**src/sv/lfps_pkg.sv**
```systemverilog
package lfps_pkg;

  // Sensor array and field widths.
  localparam int NUM_SENSORS = 8;
  localparam int IN_W        = 8;
  localparam int DUTY_W      = 10;
  localparam int GAIN_W      = 8;
  localparam int ERR_W       = 4;
  localparam int DUTY_MAX    = 1000;
  localparam int ERR_MAX     = 7;
  localparam int ERR_MIN     = -8;

  // Weight sum bounds: each half contributes at most 1 + 2 + ... + NUM_SENSORS/2.
  localparam int HALF     = NUM_SENSORS / 2;
  localparam int SUM_MAX  = (HALF * (HALF + 1)) / 2;
  localparam int SUM_W    = $clog2(SUM_MAX + 1) + 1;
  localparam int MAG_W    = SUM_W - 1;
  localparam int CNT_W    = $clog2(NUM_SENSORS + 1);

  // Divider: two quotient bits per cycle.
  localparam int DIV_STEPS = (MAG_W + 1) / 2;
  localparam int DVD_W     = 2 * DIV_STEPS;
  localparam int REM_W     = CNT_W + 1;
  localparam int STEP_W    = (DIV_STEPS > 1) ? $clog2(DIV_STEPS) : 1;

  // Correction datapath.
  localparam int DIFF_W = ERR_W + 1;
  localparam int PROD_W = GAIN_W + 1 + DIFF_W;
  localparam int CORR_W = PROD_W + 1;
  localparam int ACC_W  = CORR_W + 2;

  // Stream and configuration port widths.
  localparam int OUT_DATA_W = 32;
  localparam int MODE_W     = 2;
  localparam int CFG_IDX_W  = 3;
  localparam int CFG_DATA_W = 10;

  // Sample queue between front and back.
  localparam int QDEPTH = 2;
  localparam int QPTR_W = 1;
  localparam int QCNT_W = 2;

  // Register indexes.
  localparam logic [CFG_IDX_W-1:0] CFG_BASE_DUTY   = 3'd0;
  localparam logic [CFG_IDX_W-1:0] CFG_PROP_GAIN   = 3'd1;
  localparam logic [CFG_IDX_W-1:0] CFG_DERIV_GAIN  = 3'd2;
  localparam logic [CFG_IDX_W-1:0] CFG_SEARCH_FAST = 3'd3;
  localparam logic [CFG_IDX_W-1:0] CFG_SEARCH_SLOW = 3'd4;

  // Register reset values.
  localparam logic [DUTY_W-1:0] BASE_DUTY_RST   = 10'd900;
  localparam logic [GAIN_W-1:0] PROP_GAIN_RST   = 8'd16;
  localparam logic [GAIN_W-1:0] DERIV_GAIN_RST  = 8'd16;
  localparam logic [DUTY_W-1:0] SEARCH_FAST_RST = 10'd1000;
  localparam logic [DUTY_W-1:0] SEARCH_SLOW_RST = 10'd200;

  typedef enum logic [MODE_W-1:0] {
    MODE_TRACK  = 2'd0,
    MODE_SEARCH = 2'd1,
    MODE_STOP   = 2'd2
  } mode_e;

  // One classified sample as it waits in the queue.
  typedef struct packed {
    mode_e                   mode;
    logic [CNT_W-1:0]        count;
    logic signed [SUM_W-1:0] sum;
  } item_t;

  // One configuration write.
  typedef struct packed {
    logic                  valid;
    logic [CFG_IDX_W-1:0]  index;
    logic [CFG_DATA_W-1:0] data;
  } cfg_wr_t;

  // Weight of sensor i: -HALF..-1 in the lower half, 1..HALF in the upper half.
  function automatic logic signed [SUM_W-1:0] weight_of(input int i);
    int w;
    w = (i < HALF) ? (i - HALF) : (i - HALF + 1);
    return SUM_W'(w);
  endfunction

endpackage

```
**src/sv/lfps_front.sv**
```systemverilog
module lfps_front (
  input  logic                   s_axis_tvalid,
  output logic                   s_axis_tready,
  input  logic [lfps_pkg::IN_W-1:0] s_axis_tdata,
  output logic                   push_o,
  output lfps_pkg::item_t        item_o,
  input  logic                   full_i
);

  logic [lfps_pkg::CNT_W-1:0]        count;
  logic signed [lfps_pkg::SUM_W-1:0] sum;

  // Sensors beyond the input width read as dark.
  always_comb begin
    count = '0;
    sum   = '0;
    for (int i = 0; i < lfps_pkg::NUM_SENSORS; i++) begin
      if (i < lfps_pkg::IN_W) begin
        if (s_axis_tdata[i]) begin
          count = count + 1'b1;
          sum   = sum + lfps_pkg::weight_of(i);
        end
      end
    end
  end

  always_comb begin
    item_o.count = count;
    item_o.sum   = sum;
    if (count == '0) begin
      item_o.mode = lfps_pkg::MODE_SEARCH;
    end else if (count == lfps_pkg::CNT_W'(lfps_pkg::NUM_SENSORS)) begin
      item_o.mode = lfps_pkg::MODE_STOP;
    end else begin
      item_o.mode = lfps_pkg::MODE_TRACK;
    end
  end

  assign s_axis_tready = ~full_i;
  assign push_o        = s_axis_tvalid & ~full_i;

endmodule

```
**src/sv/lfps_fifo.sv**
```systemverilog
module lfps_fifo (
  input  logic            clk_i,
  input  logic            rst_ni,
  input  logic            push_i,
  input  lfps_pkg::item_t item_i,
  output logic            full_o,
  input  logic            pop_i,
  output logic            valid_o,
  output lfps_pkg::item_t item_o
);

  lfps_pkg::item_t                mem_q [lfps_pkg::QDEPTH];
  logic [lfps_pkg::QPTR_W-1:0]    wr_ptr_q;
  logic [lfps_pkg::QPTR_W-1:0]    rd_ptr_q;
  logic [lfps_pkg::QCNT_W-1:0]    count_q;

  assign full_o  = (count_q == lfps_pkg::QCNT_W'(lfps_pkg::QDEPTH));
  assign valid_o = (count_q != '0);
  assign item_o  = mem_q[rd_ptr_q];

  always_ff @(posedge clk_i) begin
    if (push_i) begin
      mem_q[wr_ptr_q] <= item_i;
    end
  end

  always_ff @(posedge clk_i or negedge rst_ni) begin
    if (!rst_ni) begin
      wr_ptr_q <= '0;
      rd_ptr_q <= '0;
      count_q  <= '0;
    end else begin
      if (push_i) begin
        wr_ptr_q <= wr_ptr_q + 1'b1;
      end
      if (pop_i) begin
        rd_ptr_q <= rd_ptr_q + 1'b1;
      end
      case ({push_i, pop_i})
        2'b10:   count_q <= count_q + 1'b1;
        2'b01:   count_q <= count_q - 1'b1;
        default: count_q <= count_q;
      endcase
    end
  end

endmodule

```
**src/sv/lfps_back.sv**
```systemverilog
module lfps_back (
  input  logic                              clk_i,
  input  logic                              rst_ni,
  input  lfps_pkg::cfg_wr_t                 cfg_i,
  input  logic                              q_valid_i,
  input  lfps_pkg::item_t                   q_item_i,
  output logic                              pop_o,
  output logic                              m_axis_tvalid,
  input  logic                              m_axis_tready,
  output logic [lfps_pkg::OUT_DATA_W-1:0]   m_axis_tdata,
  output logic [lfps_pkg::MODE_W-1:0]       m_axis_tuser
);

  typedef enum logic [1:0] {
    ST_IDLE,
    ST_DIV,
    ST_MUL,
    ST_FIN
  } state_e;

  state_e state_q;

  // Configuration registers.
  logic [lfps_pkg::DUTY_W-1:0] base_duty_q;
  logic [lfps_pkg::GAIN_W-1:0] prop_gain_q;
  logic [lfps_pkg::GAIN_W-1:0] deriv_gain_q;
  logic [lfps_pkg::DUTY_W-1:0] search_fast_q;
  logic [lfps_pkg::DUTY_W-1:0] search_slow_q;

  logic signed [lfps_pkg::ERR_W-1:0] last_err_q;

  // Divider state.
  logic [lfps_pkg::DVD_W-1:0]  dvd_q;
  logic [lfps_pkg::DVD_W-1:0]  quo_q;
  logic [lfps_pkg::REM_W-1:0]  rem_q;
  logic [lfps_pkg::CNT_W-1:0]  div_q;
  logic                        neg_q;
  logic [lfps_pkg::STEP_W-1:0] step_q;

  // Product stage.
  logic signed [lfps_pkg::ERR_W-1:0]  err_q;
  logic signed [lfps_pkg::PROD_W-1:0] pp_q;
  logic signed [lfps_pkg::PROD_W-1:0] pd_q;

  // Output register.
  logic                        out_valid_q;
  logic                        out_valid_d;
  logic [lfps_pkg::DUTY_W-1:0] left_q;
  logic [lfps_pkg::DUTY_W-1:0] right_q;
  logic                        drive_q;
  lfps_pkg::mode_e             mode_q;
  logic [lfps_pkg::ERR_W-1:0]  line_err_q;

  logic [lfps_pkg::DVD_W-1:0]  dvd_d;
  logic [lfps_pkg::DVD_W-1:0]  quo_d;
  logic [lfps_pkg::REM_W-1:0]  rem_d;

  logic signed [lfps_pkg::DVD_W:0]    quo_s;
  logic signed [lfps_pkg::DVD_W:0]    quo_v;
  logic signed [lfps_pkg::ERR_W-1:0]  err_d;
  logic signed [lfps_pkg::DIFF_W-1:0] diff;
  logic signed [lfps_pkg::CORR_W-1:0] corr;
  logic signed [lfps_pkg::CORR_W-1:0] corr_b;
  logic signed [lfps_pkg::CORR_W-1:0] k;
  logic signed [lfps_pkg::ACC_W-1:0]  base_s;
  logic signed [lfps_pkg::ACC_W-1:0]  left_acc;
  logic signed [lfps_pkg::ACC_W-1:0]  right_acc;
  logic [lfps_pkg::MAG_W-1:0]         mag;
  logic                               out_free;

  function automatic logic [lfps_pkg::DUTY_W-1:0] sat_reg(
    input logic [lfps_pkg::DUTY_W-1:0] v
  );
    return (v > lfps_pkg::DUTY_W'(lfps_pkg::DUTY_MAX)) ?
           lfps_pkg::DUTY_W'(lfps_pkg::DUTY_MAX) : v;
  endfunction

  function automatic logic [lfps_pkg::DUTY_W-1:0] sat_acc(
    input logic signed [lfps_pkg::ACC_W-1:0] v
  );
    logic [lfps_pkg::DUTY_W-1:0] r;
    if (v < 0) begin
      r = '0;
    end else if (v > lfps_pkg::ACC_W'(lfps_pkg::DUTY_MAX)) begin
      r = lfps_pkg::DUTY_W'(lfps_pkg::DUTY_MAX);
    end else begin
      r = v[lfps_pkg::DUTY_W-1:0];
    end
    return r;
  endfunction

  assign out_free = ~out_valid_q | m_axis_tready;
  assign pop_o    = (state_q == ST_IDLE) & q_valid_i & out_free;

  // The output register is loaded by a search or stop sample leaving the
  // queue, or by the last step of a tracking sample; otherwise it empties
  // when the receiver takes it.
  always_comb begin
    out_valid_d = out_valid_q & ~m_axis_tready;
    if (pop_o && (q_item_i.mode != lfps_pkg::MODE_TRACK)) begin
      out_valid_d = 1'b1;
    end
    if (state_q == ST_FIN) begin
      out_valid_d = 1'b1;
    end
  end

  assign mag = q_item_i.sum[lfps_pkg::SUM_W-1] ?
               lfps_pkg::MAG_W'(-q_item_i.sum) : lfps_pkg::MAG_W'(q_item_i.sum);

  // Two restoring division steps per cycle on the magnitude of the sum.
  always_comb begin
    dvd_d = dvd_q;
    quo_d = quo_q;
    rem_d = rem_q;
    for (int j = 0; j < 2; j++) begin
      rem_d = {rem_d[lfps_pkg::REM_W-2:0], dvd_d[lfps_pkg::DVD_W-1]};
      dvd_d = {dvd_d[lfps_pkg::DVD_W-2:0], 1'b0};
      if (rem_d >= {1'b0, div_q}) begin
        rem_d = rem_d - {1'b0, div_q};
        quo_d = {quo_d[lfps_pkg::DVD_W-2:0], 1'b1};
      end else begin
        quo_d = {quo_d[lfps_pkg::DVD_W-2:0], 1'b0};
      end
    end
  end

  // Signed, clamped error and its difference from the stored error.
  always_comb begin
    quo_s = signed'({1'b0, quo_q});
    quo_v = neg_q ? -quo_s : quo_s;
    if (quo_v > (lfps_pkg::DVD_W + 1)'(lfps_pkg::ERR_MAX)) begin
      err_d = lfps_pkg::ERR_W'(lfps_pkg::ERR_MAX);
    end else if (quo_v < (lfps_pkg::DVD_W + 1)'(lfps_pkg::ERR_MIN)) begin
      err_d = lfps_pkg::ERR_W'(lfps_pkg::ERR_MIN);
    end else begin
      err_d = lfps_pkg::ERR_W'(quo_v);
    end
    diff = lfps_pkg::DIFF_W'(err_d) - lfps_pkg::DIFF_W'(last_err_q);
  end

  // Correction truncated toward zero, then applied to the base duty.
  always_comb begin
    corr      = lfps_pkg::CORR_W'(pp_q) + lfps_pkg::CORR_W'(pd_q);
    corr_b    = corr + (corr[lfps_pkg::CORR_W-1] ? lfps_pkg::CORR_W'(15) : '0);
    k         = corr_b >>> 4;
    base_s    = signed'(lfps_pkg::ACC_W'(base_duty_q));
    left_acc  = base_s + lfps_pkg::ACC_W'(k);
    right_acc = base_s - lfps_pkg::ACC_W'(k);
  end

  always_ff @(posedge clk_i or negedge rst_ni) begin
    if (!rst_ni) begin
      base_duty_q   <= lfps_pkg::BASE_DUTY_RST;
      prop_gain_q   <= lfps_pkg::PROP_GAIN_RST;
      deriv_gain_q  <= lfps_pkg::DERIV_GAIN_RST;
      search_fast_q <= lfps_pkg::SEARCH_FAST_RST;
      search_slow_q <= lfps_pkg::SEARCH_SLOW_RST;
    end else if (cfg_i.valid) begin
      case (cfg_i.index)
        lfps_pkg::CFG_BASE_DUTY:   base_duty_q   <= cfg_i.data;
        lfps_pkg::CFG_PROP_GAIN:   prop_gain_q   <= cfg_i.data[lfps_pkg::GAIN_W-1:0];
        lfps_pkg::CFG_DERIV_GAIN:  deriv_gain_q  <= cfg_i.data[lfps_pkg::GAIN_W-1:0];
        lfps_pkg::CFG_SEARCH_FAST: search_fast_q <= cfg_i.data;
        lfps_pkg::CFG_SEARCH_SLOW: search_slow_q <= cfg_i.data;
        default: ;
      endcase
    end
  end

  always_ff @(posedge clk_i or negedge rst_ni) begin
    if (!rst_ni) begin
      state_q     <= ST_IDLE;
      out_valid_q <= 1'b0;
      last_err_q  <= '0;
      step_q      <= '0;
      dvd_q       <= '0;
      quo_q       <= '0;
      rem_q       <= '0;
      div_q       <= '0;
      neg_q       <= 1'b0;
      err_q       <= '0;
      pp_q        <= '0;
      pd_q        <= '0;
      left_q      <= '0;
      right_q     <= '0;
      drive_q     <= 1'b0;
      mode_q      <= lfps_pkg::MODE_TRACK;
      line_err_q  <= '0;
    end else begin
      out_valid_q <= out_valid_d;
      case (state_q)
        ST_IDLE: begin
          if (pop_o) begin
            case (q_item_i.mode)
              lfps_pkg::MODE_SEARCH: begin
                if (last_err_q > 0) begin
                  left_q  <= sat_reg(search_fast_q);
                  right_q <= sat_reg(search_slow_q);
                end else begin
                  left_q  <= sat_reg(search_slow_q);
                  right_q <= sat_reg(search_fast_q);
                end
                drive_q     <= 1'b1;
                mode_q      <= lfps_pkg::MODE_SEARCH;
                line_err_q  <= last_err_q;
              end
              lfps_pkg::MODE_STOP: begin
                left_q      <= '0;
                right_q     <= '0;
                drive_q     <= 1'b0;
                mode_q      <= lfps_pkg::MODE_STOP;
                line_err_q  <= last_err_q;
              end
              default: begin
                dvd_q   <= lfps_pkg::DVD_W'(mag);
                quo_q   <= '0;
                rem_q   <= '0;
                div_q   <= q_item_i.count;
                neg_q   <= q_item_i.sum[lfps_pkg::SUM_W-1];
                step_q  <= '0;
                state_q <= ST_DIV;
              end
            endcase
          end
        end
        ST_DIV: begin
          dvd_q  <= dvd_d;
          quo_q  <= quo_d;
          rem_q  <= rem_d;
          step_q <= step_q + 1'b1;
          if (step_q == lfps_pkg::STEP_W'(lfps_pkg::DIV_STEPS - 1)) begin
            state_q <= ST_MUL;
          end
        end
        ST_MUL: begin
          err_q   <= err_d;
          pp_q    <= signed'(lfps_pkg::PROD_W'({1'b0, prop_gain_q})) *
                     lfps_pkg::PROD_W'(err_d);
          pd_q    <= signed'(lfps_pkg::PROD_W'({1'b0, deriv_gain_q})) *
                     lfps_pkg::PROD_W'(diff);
          state_q <= ST_FIN;
        end
        ST_FIN: begin
          left_q      <= sat_acc(left_acc);
          right_q     <= sat_acc(right_acc);
          drive_q     <= 1'b1;
          mode_q      <= lfps_pkg::MODE_TRACK;
          line_err_q  <= err_q;
          last_err_q  <= err_q;
          state_q     <= ST_IDLE;
        end
        default: state_q <= ST_IDLE;
      endcase
    end
  end

  assign m_axis_tvalid = out_valid_q;
  assign m_axis_tuser  = mode_q;
  assign m_axis_tdata  = {
    {(lfps_pkg::OUT_DATA_W - 2 * lfps_pkg::DUTY_W - 1 - lfps_pkg::ERR_W){1'b0}},
    line_err_q, drive_q, right_q, left_q
  };

endmodule

```
**src/sv/line_follow_pd_steering_top.sv**
```systemverilog
// PD line-follower steering. Each input transaction carries one 8-bit sensor
// sample (bit i is sensor i, 1 means the sensor sees the white line) and
// produces exactly one output transaction with the left and right motor duties.
// Sensors carry weights -4..-1 and 1..4 from bit 0 up. When some but not all
// sensors are white the block tracks: the error is the weight sum divided by
// the white count, truncated toward zero, and the correction (gains in Q4.4)
// prop_gain*error + deriv_gain*(error - previous error), truncated toward zero
// after dropping four fraction bits, is added to base_duty on the left and
// subtracted on the right, both saturated to 0..1000. With no white sensor the
// block searches, turning toward the sign of the stored error with the
// search_fast and search_slow duties; with all sensors white it stops and
// drops drive_on. A tracking sample goes through the back end from the head of
// the queue to the output register in steps: loading the divider, division at
// two quotient bits per cycle, the two gain multiplies, and the final add and
// saturation. Search and stop samples reach the output register directly as
// they leave the queue. The front end classifies a sample in the cycle it is
// accepted and parks it in a two-entry queue, so input transactions keep
// flowing while a result waits on the output. Configuration writes are taken
// in every cycle and should be issued only while no sample is in flight.
module line_follow_pd_steering_top (
  input  logic                              clk_i,
  input  logic                              rst_ni,
  // Sample input stream.
  input  logic                              s_axis_tvalid,
  output logic                              s_axis_tready,
  input  logic [lfps_pkg::IN_W-1:0]         s_axis_tdata,  // [7:0] sensor_bits
  // Result output stream.
  output logic                              m_axis_tvalid,
  input  logic                              m_axis_tready,
  // [9:0] left_duty, [19:10] right_duty, [20] drive_on, [24:21] line_error,
  // [31:25] zero
  output logic [lfps_pkg::OUT_DATA_W-1:0]   m_axis_tdata,
  output logic [lfps_pkg::MODE_W-1:0]       m_axis_tuser,  // [1:0] mode
  // Configuration write channel.
  input  logic                              cfg_valid_i,
  output logic                              cfg_ready_o,
  input  logic [lfps_pkg::CFG_IDX_W-1:0]    cfg_index_i,
  input  logic [lfps_pkg::CFG_DATA_W-1:0]   cfg_data_i
);

  logic              push;
  logic              full;
  logic              pop;
  logic              q_valid;
  lfps_pkg::item_t   front_item;
  lfps_pkg::item_t   q_item;
  lfps_pkg::cfg_wr_t cfg_wr;

  // The register file never stalls a write.
  assign cfg_ready_o  = 1'b1;
  assign cfg_wr.valid = cfg_valid_i;
  assign cfg_wr.index = cfg_index_i;
  assign cfg_wr.data  = cfg_data_i;

  lfps_front u_front (
    .s_axis_tvalid (s_axis_tvalid),
    .s_axis_tready (s_axis_tready),
    .s_axis_tdata  (s_axis_tdata),
    .push_o        (push),
    .item_o        (front_item),
    .full_i        (full)
  );

  lfps_fifo u_fifo (
    .clk_i   (clk_i),
    .rst_ni  (rst_ni),
    .push_i  (push),
    .item_i  (front_item),
    .full_o  (full),
    .pop_i   (pop),
    .valid_o (q_valid),
    .item_o  (q_item)
  );

  lfps_back u_back (
    .clk_i         (clk_i),
    .rst_ni        (rst_ni),
    .cfg_i         (cfg_wr),
    .q_valid_i     (q_valid),
    .q_item_i      (q_item),
    .pop_o         (pop),
    .m_axis_tvalid (m_axis_tvalid),
    .m_axis_tready (m_axis_tready),
    .m_axis_tdata  (m_axis_tdata),
    .m_axis_tuser  (m_axis_tuser)
  );

endmodule

```
**config.mk**
```make
export PLATFORM = sky130hd
export DESIGN_NAME = line_follow_pd_steering_top
export DESIGN_NICKNAME = d
export VERILOG_FILES = /design/src/sv/lfps_pkg.sv /design/src/sv/lfps_front.sv /design/src/sv/lfps_fifo.sv /design/src/sv/lfps_back.sv /design/src/sv/line_follow_pd_steering_top.sv
export SDC_FILE = /design/constraint.sdc
export NUM_CORES = 1
export LEC_CHECK = 0
export BUFFER_PORTS_ARGS = -buffer_cell sky130_fd_sc_hd__buf_2
export CAP_MARGIN = 20
export CORE_MARGIN = 5
export CORE_UTILIZATION = 50
export CTS_CLUSTER_SIZE = 14
export DETAILED_ROUTE_END_ITERATION = 12
export GPL_TIMING_DRIVEN = 0
export MAX_ROUTING_LAYER = met4
export PLACE_DENSITY = 0.65
export SYNTH_ARGS = -nofsm -noshare
export SYNTH_HDL_FRONTEND = slang
export SYNTH_HIERARCHICAL = 1
export SYNTH_SLANG_ARGS = --single-unit
```
**constraint.sdc**
```tcl
create_clock -name clk_i -period 14.7 [get_ports clk_i]
set_input_delay 1.47 -clock clk_i [delete_from_list [all_inputs] [get_ports clk_i]]
set_output_delay 1.47 -clock clk_i [all_outputs]
set_load 0.05 [all_outputs]
```
==> results.md, run 1 <==
- RSZ-0062 raised after global routing: no
- Vias in the first global route: 9,872
- DR iter-0 viols: 666
- Largest net degree at the start of global routing: 78
- Vias: 10,114
- Worst Max-Slew Pin Slew: 1.12 ns
- Async S/R FF share, synth: 85.8%
- Synth Flop Type: dfrtp_1
- Cell area after synthesis: 13,000 sq um
- Die X: 171 microns
- WS Path Type: reg2reg
- Clock Skew: 0.0145 ns
- CP bufs+invs: 5
- Post-CTS Resized: 0
- Max Cap Viol: 0
- Layout cells sized above 1: 16.5%
- CTS Hold Bufs: 0
- Final setup viols: 0
- CTS max path bufs: 2
- Core area: 25,800 sq um
- Post-synth top area share: 22.7%
- Count leader, synth: ha_1
- Number of buffers added on ports: 50
- WP data required: 15.04 ns
- Worst Path Arrival: 8.66 ns
- First-pass GRT wire length: 51,600 microns
- Post-synth cell types: 98
- Drt total wl: 31,500 microns
- Post-synth EDFFs: 22
- Die H: 171 microns
- Slew HR: 23.2%
- Final Critical Period: 8.32 ns
- Max incr delay on CP: 0.86 ns
- Wire length per cell: 17.6 microns
- Synth Register Bits: 155
- Root Buffer: clkbuf_16
- Die ar.: 29,400 sq um
- Hold WC Path Type: reg2reg
- Row count: 59
- Slowest CP cell: mux2i_1
- CTS clk-pin slew, worst paths: 0.08 ns
- Fmax: 120 MHz
- Syn Area/Cell: 9.53 sq um
- Vias per cell: 5.64
- # nets final: 1,635
- Worst setup SP type: register
- YS warnings: 6
- Crit end category: register
- Max Slew Vio Count: 0
- Fin crit share: 56.6%
- Layout Area Growth over Synthesis: 10.6%
- CTS tree: done
- 1st-pass router iterations: 5
- # diodes: 0
- Initial antenna violation count: 2
- H-tree lvl count: 4
- # DRC: 0
- Post-DP HPWL: 24,700 microns
- Initial Util: 50.4%
- Top post-synthesis cells by area: dfrtp_1 (23%), ha_1 (12%), mux2_2 (7.3%)
- Antenna-violating nets left: 0
- Setup TNS: 0 ns
- Overflow after GRT: 0
- Sequential share of the synthesized area: 30.8%
- Final Hold Vio Count: 0
- Routability congestion estimate: 0.900
- Syn Inst Count: 1,366
- Gr usage total: 22.7%
- IO Count: 63
- Synth area leader: dfrtp_1
- Synth cell count leaders: ha_1 (127), inv_1 (123), dfrtp_1 (118)
- Clk sinks: 155
- Cell family contributing the most delay on the critical path: adder cells
- Clock latency at the later pin of the worst-skew pair: 0.43 ns
- Critical Path Fanout Max: 11
- Status: finished, final reports clean
- TritonCTS buffer count: 17
- Postcts setup bufs: 0
==> worst register-to-register path, delay by kind of cell (launching register included) <==
family,cells,cell delay (ns)
adder cells (fa/ha/maj),7,2.78
AO/OA/AOI/OAI,8,1.94
AND/OR/NAND/NOR,9,1.40
multiplexers,1,0.86
buffers and inverters,5,0.81
flip-flops,1,0.44
==> routing by layer <==
layer | global-route usage (%) | up-vias | part of all wire, %
met4 | 4.24 | 0 | 1.2
met1 | 30.8 | 4910 | 47
li1 | - | 4954 | -
met5 | - | - | 0
met2 | 36.9 | 226 | 47
met3 | 3.13 | 24 | 5.0
==> kinds of logic after synthesis <==
| logic type | Yosys count | synth area share [%] |
|---|---|---|
| muxes | 106 | 8.96 |
| and+or+nand+nor | 394 | 15.6 |
| xor gates and xnor gates | 86 | 6.07 |
| buffers and inverters | 177 | 5.64 |
| DFF | 155 | 30.8 |
| AOI/OAI and AO/OA | 281 | 14.8 |
| other | 2 | 0.0577 |
| adders and majority gates | 165 | 18.1 |
==> state kept, by name (all words and copies together), names as in the netlist, 2 cells and up <==
register / flops
u_back/pd_q: 14
u_back/line_err_q: 4
u_fifo/count_q: 2
u_back/rem_q: 4
u_back/div_q: 4
u_back/m_axis_tuser: 2
u_back/dvd_q: 4
u_back/prop_gain_q: 8
u_back/deriv_gain_q: 8
u_back/pp_q: 13
u_back/search_fast_q: 10
u_back/err_q: 4
u_back/base_duty_q: 10
u_back/right_q: 10
u_back/left_q: 10
u_back/search_slow_q: 10
u_back/last_err_q: 4
u_back/state_q: 2
u_fifo/mem_q: 22
u_back/quo_q: 4
==> stage by stage <==
stage                     area [sq um]  utilization, %  worst slack (ns)  hold WS, ns  cells
final                            14400            55.7              6.38        0.474   1792
after global routing             14400            55.7              5.81        0.484   1792
after CTS                        14400            55.7              6.46        0.476   1791
after detailed placement         13800            53.2              6.50        0.460   1759
after global placement           13700            53.0              6.62        0.458   1757
after floorplan                  13000               -              8.18        0.449   1372
==> layout make-up <==
cell class,instances,area (sq um)
Clock buffer,17,425
Inverter,126,473
Timing Repair Buffer,53,300
Multi-Input combinational cell,1040,8300
Fill cell,2357,11400
Clock inverter,15,204
Sequential cell,155,4010
Buffer,51,262
Tap cell,335,419
==> worst paths after layout <==
| path | from | to | slack, ns | cells past startpoint |
|---|---|---|---|---|
| setup / recovery | u_back/quo_q[1] | u_back/pd_q[13] | 6.38 | 30 |
| max in group asynchronous | rst_ni | u_back/deriv_gain_q[4] | 12.90 | 2 |
| setup reg to reg | u_back/quo_q[1] | u_back/pd_q[13] | 6.38 | 30 |
| hold reg to reg | u_back/m_axis_tuser[1] | u_back/m_axis_tuser[1] | 0.47 | 1 |
| hold / removal | u_back/m_axis_tuser[1] | u_back/m_axis_tuser[1] | 0.47 | 1 |
| min in group asynchronous | rst_ni | u_back/search_slow_q[5] | 0.99 | 1 |
==> layout by cell type (no fill, tap or decap), drive strengths merged, types with 8 or more instances in the layout <==
cell type	count
conb	8
edfxtp	22
and2	26
nand2	115
o21ai	72
nor3	27
a31oi	9
a22oi	11
and3	9
a211oi	11
nor4	11
a21o	23
xor2	28
nand2b	20
fa	38
o31ai	19
nor2	70
dfrtp	118
mux2i	22
mux2	84
clkbuf	45
or2	8
nor2b	32
a21oi	59
buf	76
or3	9
nand3	30
inv	134
dfstp	15
ha	127
o211ai	12
xnor2	56
Power of run 1 is not shown: default switching activity piles up to over one toggle a cycle in this logic, so the estimate is an artifact.
==> run 2, diff against run 1 <==
Clock period 14.7 ns to 8.7 ns, I/O delays scaled along.
==> results.md, run 2 (synthesized netlist as in run 1, its figures left out) <==
- Initial antenna violation count: 2
- Largest net degree at the start of global routing: 78
- Slew HR: 32.9%
- Core area: 25,800 sq um
- Number of buffers added on ports: 50
- Max Cap Viol: 0
- Fmax: 125 MHz
- Fill count: 2,356
- 1st-pass router iterations: 5
- Gr usage total: 22.7%
- Root Buffer: clkbuf_16
- Final setup viols: 0
- Die X: 171 microns
- Cell family contributing the most delay on the critical path: adder cells
- Final Hold Vio Count: 0
- H-tree lvl count: 4
- Die ar.: 29,400 sq um
- Post-DP HPWL: 24,700 microns
- Routability congestion estimate: 0.900
- Worst Max-Slew Pin Slew: 0.998 ns
- Overflow after GRT: 0
- CTS tree: done
- Levels on crit path: 30
- Die H: 171 microns
- Vias: 10,145
- # nets final: 1,635
- Clk sinks: 155
- Row count: 59
- Vias in the first global route: 9,872
- R2r setup slk: 0.67 ns
- First-pass GRT wire length: 51,600 microns
- WS Path Type: reg2reg
- DR iter-0 viols: 697
- Worst Path Arrival: 8.38 ns
- Critical path destination: u_back/pd_q[13]
- Vias per cell: 5.66
- TritonCTS buffer count: 17
- IO Count: 63
- Crit path from: u_back/quo_q[1]
- Slowest CP cell: mux2i_2
- Post-CTS Resized: 0
- Most common cell after layout, fill and taps aside: ha_1
- Worst setup SP type: register
- Max incr delay on CP: 0.60 ns
- Max Slew Vio Count: 0
- Commonest non-fill, non-tap cells in the layout: ha_1 (127), inv_1 (123), dfrtp_1 (118), nand2_1 (114), mux2_2 (84)
- Clock latency at the later pin of the worst-skew pair: 0.44 ns
- Antenna-violating nets left: 0
- Layout Area Growth over Synthesis: 10.6%
- Postcts setup bufs: 0
- Critical Path Fanout Max: 11
- CTS clk-pin slew, worst paths: 0.08 ns
- Crit end category: register
- Wire length per cell: 17.6 microns
- Largest registers: u_fifo/mem_q: 22 flops, u_back/pd_q: 14 flops, u_back/pp_q: 13 flops
- RR Endpoint: u_back/pd_q[13]
- Cells on worst reg2reg path: 30
- Hold slack: 0.386 ns
- RSZ-0062 raised after global routing: no
- Layout cells sized above 1: 16.5%
- CTS Hold Bufs: 0
- Final Critical Period: 8.03 ns
- Initial Util: 50.4%
- CTS max path bufs: 2
- Drt total wl: 31,500 microns
- Most flops, register: u_fifo/mem_q
- # DRC: 0
- WP data required: 9.04 ns
- Hold WC Path Type: in2async
- Setup TNS: 0 ns
- Fin crit share: 92.3%
- Max reg flops: 22
- Status: finished, final reports clean
- # diodes: 0
- RR Startpoint: u_back/quo_q[1]
- Clock Skew: 0.0158 ns
- CP bufs+invs: 5
-- run 2: worst min-delay path by stage --
stage,from,endpoint,slack (ns)
finish,rst_ni,u_back/search_slow_q[5],0.39
global route,rst_ni,u_back/search_slow_q[8],0.43
global placement,u_back/m_axis_tuser[0],u_back/m_axis_tuser[0],0.46
detailed placement,u_back/m_axis_tuser[0],u_back/m_axis_tuser[0],0.46
floorplan,u_fifo/count_q[1],u_fifo/count_q[1],0.45
CTS,rst_ni,u_back/search_slow_q[8],0.40
-- run 2: through the flow --
stage / utilization (%) / worst slack (ns) / instances / area [sq um]
global placement: 53.0 / 0.622 / 1757 / 13700
finish: 55.7 / 0.669 / 1792 / 14400
floorplan: - / 2.18 / 1372 / 13000
detailed placement: 53.2 / 0.503 / 1759 / 13800
global route: 55.7 / 0.0936 / 1792 / 14400
CTS: 55.7 / 0.460 / 1791 / 14400
-- run 2: cell type report --
class	instances	area, sq um	share of cell area (%)
Buffer	51	262	1.82
Clock buffer	17	425	2.96
Multi-Input combinational cell	1040	8300	57.7
Tap cell	335	419	2.91
Clock inverter	15	204	1.42
Timing Repair Buffer	53	300	2.09
Inverter	126	473	3.29
Sequential cell	155	4010	27.8
-- run 2: worst register-to-register path: cells and delay by family (launching register included) --
kind,cells,cell delay [ns]
buffers and inverters,5,0.81
AOI/OAI and AO/OA,8,1.93
adders and majority gates,7,2.76
muxes,1,0.60
and+or+nand+nor,9,1.40
DFF,1,0.44
-- run 2: routing by layer --
metal | track usage (%) | wire (microns) | part of all wire [%]
met5 | - | 0 | 0
met4 | 4.24 | 386 | 1.2
met3 | 3.13 | 1560 | 4.9
met2 | 36.9 | 14800 | 47
met1 | 30.8 | 14700 | 47
Power of run 2 is left out for the same reason.
==> run 3, diff against run 2 <==
Settings changed: PLACE_DENSITY 0.65 to 0.68.
==> results.md, run 3 (synthesized netlist as in run 1, its figures left out) <==
- Die ar.: 29,400 sq um
- Clock latency at the later pin of the worst-skew pair: 0.44 ns
- CTS max path bufs: 2
- First-pass GRT wire length: 51,000 microns
- TritonCTS buffer count: 17
- Vias: 10,225
- Crit path from: u_back/quo_q[1]
- Worst setup SP type: register
- Worst Path Arrival: 8.05 ns
- Final Critical Period: 7.71 ns
- RR Startpoint: u_back/quo_q[1]
- 1st-pass router iterations: 6
- H-tree lvl count: 4
- Max Cap Viol: 0
- WS Path Type: reg2reg
- Max incr delay on CP: 0.73 ns
- Clock Skew: 0.0172 ns
- Critical Path Fanout Max: 11
- Critical path destination: u_back/pd_q[13]
- Crit end category: register
- Vias per cell: 5.71
- Largest net degree at the start of global routing: 74
- Vias in the first global route: 10,076
- Die X: 171 microns
- Slowest CP cell: xnor2_1
- Post-CTS Resized: 0
- Clk sinks: 155
- WP data required: 9.04 ns
- Max reg flops: 22
- Wire length per cell: 17.1 microns
- Initial antenna violation count: 1
- Storage cell area: 4010 sq um
- Post-DP HPWL: 24,000 microns
- DR iter-0 viols: 808
- Fmax: 130 MHz
- Cells on worst reg2reg path: 28
- Overflow after GRT: 0
- Most flops, register: u_fifo/mem_q
- Fin crit share: 88.6%
- Layout Area Growth over Synthesis: 10.5%
- Status: finished, final reports clean
- Initial Util: 50.4%
- CTS clk-pin slew, worst paths: 0.08 ns
- Core area: 25,800 sq um
- # diodes: 0
- Final Hold Vio Count: 0
- Worst Max-Slew Pin Slew: 1.08 ns
- Final setup viols: 0
- Max Slew Vio Count: 0
- Slew HR: 27.5%
- Number of buffers added on ports: 50
- RSZ-0062 raised after global routing: no
- Routability congestion estimate: 0.949
- # DRC: 0
- Largest registers: u_fifo/mem_q: 22 flops, u_back/pd_q: 14 flops, u_back/pp_q: 13 flops
- Drt total wl: 30,600 microns
- Row count: 59
- Most common cell after layout, fill and taps aside: ha_1
- Gr usage total: 22.2%
- R2r setup slk: 0.99 ns
- Antenna-violating nets left: 0
- # nets final: 1,634
- Commonest non-fill, non-tap cells in the layout: ha_1 (127), inv_1 (123), dfrtp_1 (118), nand2_1 (114), mux2_2 (84)
- Die H: 171 microns
- Root Buffer: clkbuf_16
- Layout cells sized above 1: 16.4%
- Hold WC Path Type: in2async
- CTS tree: done
- Fill count: 2,322
- Multi-input logic area: 8300 sq um
- Postcts setup bufs: 0
- Setup TNS: 0 ns
- RR Endpoint: u_back/pd_q[13]
- IO Count: 63
- CTS Hold Bufs: 0
## run 3: how the worst min path moves through the flow
stage / start / to / slack, ns / depth (start not counted)
2_1_floorplan: u_fifo/count_q[1] / u_fifo/count_q[1] / 0.45 / 1
3_3_place_gp: u_back/m_axis_tuser[1] / u_back/m_axis_tuser[1] / 0.45 / 1
3_5_place_dp: u_back/m_axis_tuser[1] / u_back/m_axis_tuser[1] / 0.46 / 1
4_1_cts: rst_ni / u_back/search_slow_q[8] / 0.41 / 1
5_1_grt: rst_ni / u_back/search_slow_q[8] / 0.44 / 1
6_report: rst_ni / u_back/search_slow_q[8] / 0.40 / 1
## run 3: metrics by stage
stage          cells  setup WS, ns  area, sq um  utilization [%]  hold WS, ns
2_1_floorplan   1372          2.18        13000                -        0.449
3_3_place_gp    1757         0.645        13700             53.0        0.455
3_5_place_dp    1759          1.06        13800             53.2        0.465
4_1_cts         1791         0.992        14400             55.7        0.409
5_1_grt         1791         0.247        14400             55.7        0.443
6_report        1791         0.993        14400             55.7        0.399
## run 3: cell type report
type	count	share of cell area [%]
multi-input combinational	1040	57.7
sequential	155	27.9
inverter	126	3.29
clock buffer	17	2.96
tap	335	2.91
timing repair buffer	52	2.03
buffer	51	1.82
clock inverter	15	1.45
## run 3: layer usage
layer / share of wire [%] / track usage (%) / vias to the layer above
met5: 0 / - / -
met2: 48 / 36.2 / 231
met1: 45 / 28.9 / 4992
met3: 4.2 / 2.41 / 51
met4: 3.0 / 7.72 / 0
li1: - / - / 4951
## run 3: critical path: cells and delay by family (launching register included)
kind | cells | cell delay [ns]
AOI/OAI and AO/OA | 8 | 1.87
xor gates and xnor gates | 1 | 0.73
buffers and inverters | 5 | 0.79
and+or+nand+nor | 7 | 1.25
adders and majority gates | 7 | 2.55
DFF | 1 | 0.42
Power of run 3 is left out for the same reason.
